===== src/sv/lesq_pkg.sv =====
`default_nettype none
// ----------------------------------------------------------------------------
// lesq_pkg
// Shared types, widths and register codes of the largest empty square scan.
// ----------------------------------------------------------------------------
package lesq_pkg;

    localparam int SIZE_W     = 11;
    localparam int COL_OUT_W  = 10;
    localparam int ROW_OUT_W  = 10;
    localparam int CFG_IDX_W  = 1;
    localparam int CFG_DATA_W = 11;

    localparam logic [CFG_IDX_W-1:0] REG_GRID_WIDTH  = 1'd0;
    localparam logic [CFG_IDX_W-1:0] REG_GRID_HEIGHT = 1'd1;

    typedef logic [SIZE_W-1:0] t_size;

    localparam t_size SIZE_SAT = '1;

    // Position of the cell that is being accepted.
    typedef struct packed {
        logic col_zero;
        logic row_zero;
        logic last_cell;
    } t_pos_tag;

    function automatic t_size min3(input t_size a, input t_size b, input t_size c);
        t_size m;
        m = a;
        if (b < m) begin
            m = b;
        end
        if (c < m) begin
            m = c;
        end
        return m;
    endfunction

endpackage
`default_nettype wire


===== src/sv/lesq_ifs.sv =====
`default_nettype none


interface lesq_cfg_if import lesq_pkg::*; ();
    logic                  valid;
    logic                  ready;
    logic [CFG_IDX_W-1:0]  index;
    logic [CFG_DATA_W-1:0] data;
    modport source (output valid, output index, output data, input ready);
    modport sink   (input valid, input index, input data, output ready);
endinterface
`default_nettype wire


===== src/sv/lesq_cursor.sv =====
`default_nettype none
// ----------------------------------------------------------------------------
// lesq_cursor
// Grid size registers and the row/column position of the next cell.
// ----------------------------------------------------------------------------
module lesq_cursor
    import lesq_pkg::*;
#(
    parameter int  MAX_WIDTH  = 1024,
    parameter int  MAX_HEIGHT = 1024,
    localparam int CW = $clog2(MAX_WIDTH),
    localparam int RW = $clog2(MAX_HEIGHT)
) (
    input  wire logic     i_clk,
    input  wire logic     i_rst_n,
    lesq_cfg_if.sink      i_cfg,
    input  wire logic     i_accept,
    output logic [CW-1:0] o_col,
    output logic [RW-1:0] o_row,
    output t_pos_tag      o_tag
);

    localparam int WCW = (CW + 1 > CFG_DATA_W) ? CW + 1 : CFG_DATA_W;
    localparam int HCW = (RW + 1 > CFG_DATA_W) ? RW + 1 : CFG_DATA_W;

    logic [CFG_DATA_W-1:0] r_grid_width;
    logic [CFG_DATA_W-1:0] r_grid_height;
    logic [CW-1:0]         r_col;
    logic [RW-1:0]         r_row;

    logic [WCW-1:0] w_ext;
    logic [WCW-1:0] w_eff;
    logic [WCW-1:0] col_inc;
    logic [HCW-1:0] h_ext;
    logic [HCW-1:0] h_eff;
    logic [HCW-1:0] row_inc;
    logic           row_end;
    logic           grid_end;

    assign i_cfg.ready = 1'b1;

    always_ff @(posedge i_clk) begin
        if (!i_rst_n) begin
            r_grid_width  <= CFG_DATA_W'(1);
            r_grid_height <= CFG_DATA_W'(1);
        end else if (i_cfg.valid && i_cfg.ready) begin
            unique case (i_cfg.index)
                REG_GRID_WIDTH:  r_grid_width  <= i_cfg.data;
                REG_GRID_HEIGHT: r_grid_height <= i_cfg.data;
                default: ;
            endcase
        end
    end

    // A size of zero acts as one, and a size beyond the storage saturates.
    always_comb begin
        w_ext = WCW'(r_grid_width);
        h_ext = HCW'(r_grid_height);
        if (w_ext == '0) begin
            w_eff = WCW'(1);
        end else if (w_ext > WCW'(MAX_WIDTH)) begin
            w_eff = WCW'(MAX_WIDTH);
        end else begin
            w_eff = w_ext;
        end
        if (h_ext == '0) begin
            h_eff = HCW'(1);
        end else if (h_ext > HCW'(MAX_HEIGHT)) begin
            h_eff = HCW'(MAX_HEIGHT);
        end else begin
            h_eff = h_ext;
        end
        col_inc  = WCW'(r_col) + WCW'(1);
        row_inc  = HCW'(r_row) + HCW'(1);
        row_end  = (col_inc >= w_eff);
        grid_end = (row_inc >= h_eff);
    end

    always_ff @(posedge i_clk) begin
        if (!i_rst_n) begin
            r_col <= '0;
            r_row <= '0;
        end else if (i_accept) begin
            if (row_end) begin
                r_col <= '0;
                if (grid_end) begin
                    r_row <= '0;
                end else begin
                    r_row <= r_row + 1'b1;
                end
            end else begin
                r_col <= r_col + 1'b1;
            end
        end
    end

    assign o_col           = r_col;
    assign o_row           = r_row;
    assign o_tag.col_zero  = (r_col == '0);
    assign o_tag.row_zero  = (r_row == '0);
    assign o_tag.last_cell = row_end && grid_end;

endmodule
`default_nettype wire


===== src/flat_wrapper.sv =====
// flat-port wrapper written by rule: the top's interface ports become plain ports
module lesq_cursor_flat import lesq_pkg::*;
#(
    parameter int  MAX_WIDTH  = 1024,
    parameter int  MAX_HEIGHT = 1024,
    localparam int CW = $clog2(MAX_WIDTH),
    localparam int RW = $clog2(MAX_HEIGHT)
)
  (i_clk, i_rst_n, i_accept, o_col, o_row, o_tag, i_cfg_valid, i_cfg_index, i_cfg_data, i_cfg_ready);
  lesq_cfg_if i_cfg_i ();
  input  wire logic i_clk;
  input  wire logic i_rst_n;
  input  wire logic i_accept;
  output logic [CW-1:0] o_col;
  output logic [RW-1:0] o_row;
  output t_pos_tag o_tag;
  input wire logic [$bits(i_cfg_i.valid)-1:0] i_cfg_valid;
  input wire logic [$bits(i_cfg_i.index)-1:0] i_cfg_index;
  input wire logic [$bits(i_cfg_i.data)-1:0] i_cfg_data;
  output wire logic [$bits(i_cfg_i.ready)-1:0] i_cfg_ready;
  assign i_cfg_i.valid = i_cfg_valid;
  assign i_cfg_i.index = i_cfg_index;
  assign i_cfg_i.data = i_cfg_data;
  assign i_cfg_ready = i_cfg_i.ready;
  lesq_cursor #(.MAX_WIDTH(MAX_WIDTH), .MAX_HEIGHT(MAX_HEIGHT)) u_core (.i_clk(i_clk), .i_rst_n(i_rst_n), .i_cfg(i_cfg_i), .i_accept(i_accept), .o_col(o_col), .o_row(o_row), .o_tag(o_tag));
endmodule

===== config.mk =====
export PLATFORM = sky130hd
export DESIGN_NAME = lesq_cursor_flat
export DESIGN_NICKNAME = d
export VERILOG_FILES = /design/src/sv/lesq_pkg.sv /design/src/sv/lesq_ifs.sv /design/src/sv/lesq_cursor.sv /design/src/flat_wrapper.sv
export SDC_FILE = /design/constraint.sdc
export NUM_CORES = 1
export LEC_CHECK = 0
export ABC_CLOCK_PERIOD_IN_PS = 2600
export BUFFER_PORTS_ARGS = -buffer_cell sky130_fd_sc_hd__buf_2
export CAP_MARGIN = 40
export CORE_ASPECT_RATIO = 0.6
export CORE_MARGIN = 3
export CORE_UTILIZATION = 40
export DETAILED_ROUTE_END_ITERATION = 8
export GPL_ROUTABILITY_DRIVEN = 0
export GPL_TIMING_DRIVEN = 0
export HOLD_SLACK_MARGIN = 0.02
export SYNTH_ARGS = -nofsm -noshare
export SYNTH_HDL_FRONTEND = slang
export SYNTH_SLANG_ARGS = --single-unit

===== constraint.sdc =====
create_clock -name i_clk -period 2.6 [get_ports i_clk]
set_input_delay 0.39 -clock i_clk [delete_from_list [all_inputs] [get_ports i_clk]]
set_output_delay 0.39 -clock i_clk [all_outputs]
set_load 0.02 [all_outputs]

## Word level (Yosys, flattened, before mapping)

Index checks and enable logic that the tools add are counted.

| storage, ports and cells | value |
|---|---|
| register bits after elaboration | 42 |
| bits in latches | 0 |
| RAM bits | 0 |
| ROM bits | 0 |
| input bits | 16 |
| output and inout port bits | 24 |
| memories kept | 0 |

| cells by class | value |
|---|---|
| add/subtract/negate cells | 4 |
| multiply operators | 0 |
| div/mod/pow operators | 0 |
| magnitude comparators | 4 |
| eq/ne operators | 0 |
| shifts and indexed selects | 0 |
| multiplexer cells | 6 |
| bitwise logic cells | 1 |
| reduce and logical (&&, ||, !) cells | 8 |

Operators by type and width:

| operator | number |
|---|---|
| $mux 11 | 4 |
| $add 10x1->11 const B | 2 |
| $ge 11x11->1 | 2 |
| $gt 11x11->1 const B | 2 |
| $logic_not 11->1 | 2 |
| $add 10x1->10 const B | 2 |
| $logic_not 10->1 | 2 |
| $mux 10 | 2 |
| $reduce_and 2->1 | 3 |
| $logic_and 1x1->1 | 1 |
| $not 1->1 | 1 |

## Depth between registers and ports, before layout

| logic depth | value |
|---|---|
| depth after elaboration | 5 |
| depth in mapped cells | 13 |

## Worst setup path before layout

OpenSTA, ideal clock, no wires.

| timing path | value |
|---|---|
| kind | flip-flop to flip-flop |
| from | reg u_core.r_col[2] (netlist: u_core.o_col[2]) |
| to | reg u_core.r_row[0] (netlist: u_core.o_row[0]) |
| library setup time | 121 ps |
| arrival time | 2798 ps |
| slack | -319 ps |
| cell stages (with the launch flop) | 13 |
| path buffers | 1 |
| clock period less this slack | 2919 ps |
| path through | dfxtp_1 -> and3_1 -> nand3_1 -> nor2_1 -> nand3_1 -> xnor2_1 -> ha_1 -> a21o_2 -> a221oi_4 -> nand2_4 -> and3_1 -> buf_6 -> mux2_2 |

| on the way | value |
|---|---|
| word-level cells in the longest chain between the ends | 3 |

RTL lines:

| element | line | source |
|---|---|---|
| start: declaration | lesq_cursor.sv:28 | `logic [CW-1:0] r_col;` |
| start signal: assignment | lesq_cursor.sv:92 | `r_col <= r_col + 1'b1;` |
| $add 10x1->11 | lesq_cursor.sv:73 | `col_inc = WCW'(r_col) + WCW'(1);` |
| $ge 11x11->1 | lesq_cursor.sv:75 | `row_end = (col_inc >= w_eff);` |
| $reduce_and 2->1 (no line) | n/a |  |
| end signal: assignment | lesq_cursor.sv:89 | `r_row <= r_row + 1'b1;` |
| end: declaration | lesq_cursor.sv:29 | `logic [RW-1:0] r_row;` |

No other way between the ends.
A chain may end at the register's enable or synchronous reset.

==> impl_metrics.tcl <==
set metrics [dict create \
    die_w_um 109 \
    r2r_cells 16 \
    max_freq_mhz 340 \
    yosysSeqAreaShare_pct 32.7 \
    ys.warnings.count 0 \
    reg2reg_from "u_core.o_row[0]$_SDFFE_PN0P_" \
    syn_area_per_cell_um2 8.34 \
    hold_path_class "input port to register" \
    crit_fanout 4 \
    fin_skew_ps 8.96 \
    required_ps 2210 \
    antennaDiodeCount 0 \
    timing.rr.end "u_core.o_row[9]$_SDFFE_PN0P_" \
    final_max_slew_viol_count 0 \
    antenna_found_initial 0 \
    dp_slack_ps -387 \
    clkSinkCount 42 \
    synth_seq_cells 42 \
    fin_nets 425 \
    hold_violations 0 \
    power_density_nw_per_um2 468 \
    rsz0062_at_grt "true" \
    ir_drop_mv 0.220 \
    hpwl_mm 5.05 \
    final_common_cell "nand2_1" \
    die_h_um 68.1 \
    fp.coreArea_um2 5890 \
    post_route_cells_drive_above_1_share_pct 36.2 \
    grt_pass1_vias 2236 \
    synth_nets 350 \
    final_cells 464 \
    grt_overflow_total 0 \
    critPathMaxStageDelay_ps 390 \
    reg2reg_slack_ps -300 \
    path_buf_inv 2 \
    grt_pass1_wl_mm 11.6 \
    yosysUniqueCellTypes 51 \
    start_util_pct 43.6 \
    post-place-cells 426 \
    ant_nets 0 \
    worstHoldEndpoint "u_core.r_grid_width[0]$_SDFFE_PN1P_" \
    wire_per_inst_um 15.9 \
    final_cell_mix "74 x nand2_1, 37 x buf_2, 31 x dfxtp_1" \
    maxSlewHeadroom_pct 65.8 \
    cp_cell_sequence "ha_4, nand3_4, nor2_4, nor2b_2, or2_4, ha_4, and4_1, o21ai_1, o211ai_1, buf_4, a21oi_4, a21oi_4, buf_6" \
    drt_iter0_drc 138 \
    numPortBuffers 38 \
    synthFlopType "dfxtp_1" \
    synth_top_area_share_pct 32.7 \
    critPathKind "register to primary output" \
    cp.arrival_ps 2550 \
    cts_tree "built" \
    async_flop_share_pct 0 \
    cp-start-kind "register" \
    min-delay-start "i_cfg_data[0]" \
    clkTransAtPathRegs_ps 80 \
    cap_violations 0 \
    cp-end-kind "primary output" \
    first_pass_iters 5 \
    violations "setup timing" \
    final.setup.worst_slack_ps -339 \
    crit_family "simple AND/OR/NAND/NOR gates" \
    row_count 21 \
    avgViaCountPerCell 5.42 \
    status "finished, violations left" \
    yosys-top-cells-area "dfxtp_1 33%, ha_1 13%, nand2_1 11%" \
    route.detailed.drc 0 \
    wl_mm 7.36 \
    yosys.area.top_type "dfxtp_1" \
    worst_pin_slew_ps 513 \
    io_pins 40 \
    grt_start_max_net_pins 13 \
    p_leak_nw 1.56 \
    num_vias 2517 \
    min_path_cells 3 \
    period_share_pct 113 \
    cp_slowest_cell "dfxtp_4" \
    cts-root-buf "clkbuf_8" \
    synth_cells 308 \
    die_area_um2 7450 \
    clkLatencyLatePin_ps 290 \
    cts_max_path_buffers 2 \
    h-tree-depth 2 \
    synth-edff-count 0 \
    setup_violations 13 \
    period_minus_slack_ps 2940 \
    grt.total_usage_pct 20.2 \
    syn-cell-area_um2 2570 \
    numCtsBuffers 5 \
    area_growth_pct 38.0 \
]
-- Yosys cell counts, types with 2 or more instances --
| cell | instances |
|---|---|
| nand2_1 | 75 |
| dfxtp_1 | 42 |
| ha_1 | 26 |
| a21boi_0 | 20 |
| nand3_1 | 12 |
| nor2_1 | 11 |
| inv_1 | 8 |
| nor4_1 | 8 |
| xnor2_1 | 8 |
| a21oi_1 | 7 |
| clkbuf_1 | 7 |
| a22o_1 | 6 |
| xor2_1 | 6 |
| and3_1 | 5 |
| a21o_1 | 4 |
| a22o_2 | 4 |
| nand2b_1 | 4 |
| o21ai_0 | 4 |
| and2_1 | 3 |
| nand3b_1 | 3 |
| nand4_1 | 3 |
| nor2b_1 | 3 |
| o211ai_1 | 3 |
| a31oi_1 | 2 |
| a32o_1 | 2 |
| and3_2 | 2 |
| clkinv_1 | 2 |
| o22ai_1 | 2 |
| o311a_2 | 2 |
| o311ai_0 | 2 |
| or2_2 | 2 |
-- timing repair --
item                       4_1_cts  5_1_grt
gates resized for setup         37       26
setup buffers                   19       11
hold buffers                     0        0
hold endpoints to repair         0        0
setup endpoints to repair       21       21
pin swaps                       21       18
-- worst max path at each step --
stage                                       from                      endpoint  cells after the start
finish              u_core.o_row[0]$_SDFFE_PN0P_                      o_tag[0]                     13
global route        u_core.h_ext[6]$_SDFFE_PN0P_                      o_tag[0]                     11
CTS                 u_core.o_row[0]$_SDFFE_PN0P_                      o_tag[0]                     11
detailed placement  u_core.o_col[1]$_SDFFE_PN0P_  u_core.o_row[0]$_SDFFE_PN0P_                     11
global placement    u_core.o_row[2]$_SDFFE_PN0P_                      o_tag[0]                     11
floorplan           u_core.o_col[2]$_SDFFE_PN0P_  u_core.o_row[0]$_SDFFE_PN0P_                     12
-- routing by layer --
metal	share of wire (%)	global-route usage, %	vias to the layer above
li1	-	-	1242
met1	55	32.5	1198
met2	38	26.6	73
met3	6.7	4.05	4
met4	0.42	4.67	0
met5	0	0	-
-- kinds of logic (layout without fill, tap and decap cells) --
logic type	after synthesis	in the layout	synth area share [%]
other cells	1	1	0.146
simple gates	136	136	24.8
mux	1	1	0.439
flops	42	42	32.7
xor+xnor	14	14	4.78
fa+ha+maj	26	26	12.7
compound gates	68	68	21.1
buf+inv	20	96	3.36
-- final cells by class --
cell class                 instances  area [um^2]
multi-input combinational        246         1960
clock buffer                       8         80.1
timing repair buffer              68          433
tap                               80          100
fill                             529         2340
sequential                        42          880
inverter                          10         37.5
buffer                            10         48.8
-- worst min-delay path: stages --
cell and delay (ps):
buf_2 90, nand2_1 40, nand3_1 70
-- per-stage QoR --
step           util (%)  setup TNS [ps]  hold WS, ps  instance area [um^2]  total power [mW]
6_report           60.2           -2420          329                  3540              1.66
3_3_place_gp       49.7           -4890          470                  2920              1.09
4_1_cts            56.6           -1570          326                  3330              1.59
2_1_floorplan         -            -311          456                  2630             0.980
5_1_grt            60.2           -4850          340                  3540              1.75
3_5_place_dp       49.7           -5200          475                  2920              1.09
-- registers in the layout, summed over array words and instances (netlist names) --
register             flops
u_core.h_ext            11
u_core.o_col            10
u_core.o_row            10
u_core.r_grid_width     11
-- where the power goes --
group	switching [mW]	leakage [nW]	internal (mW)
registers	0.0314	0.350	0.665
clock network	0.225	0.0395	0.191
logic	0.301	1.17	0.244
total	0.558	1.56	1.10
Power figures use the tool's default switching activity.
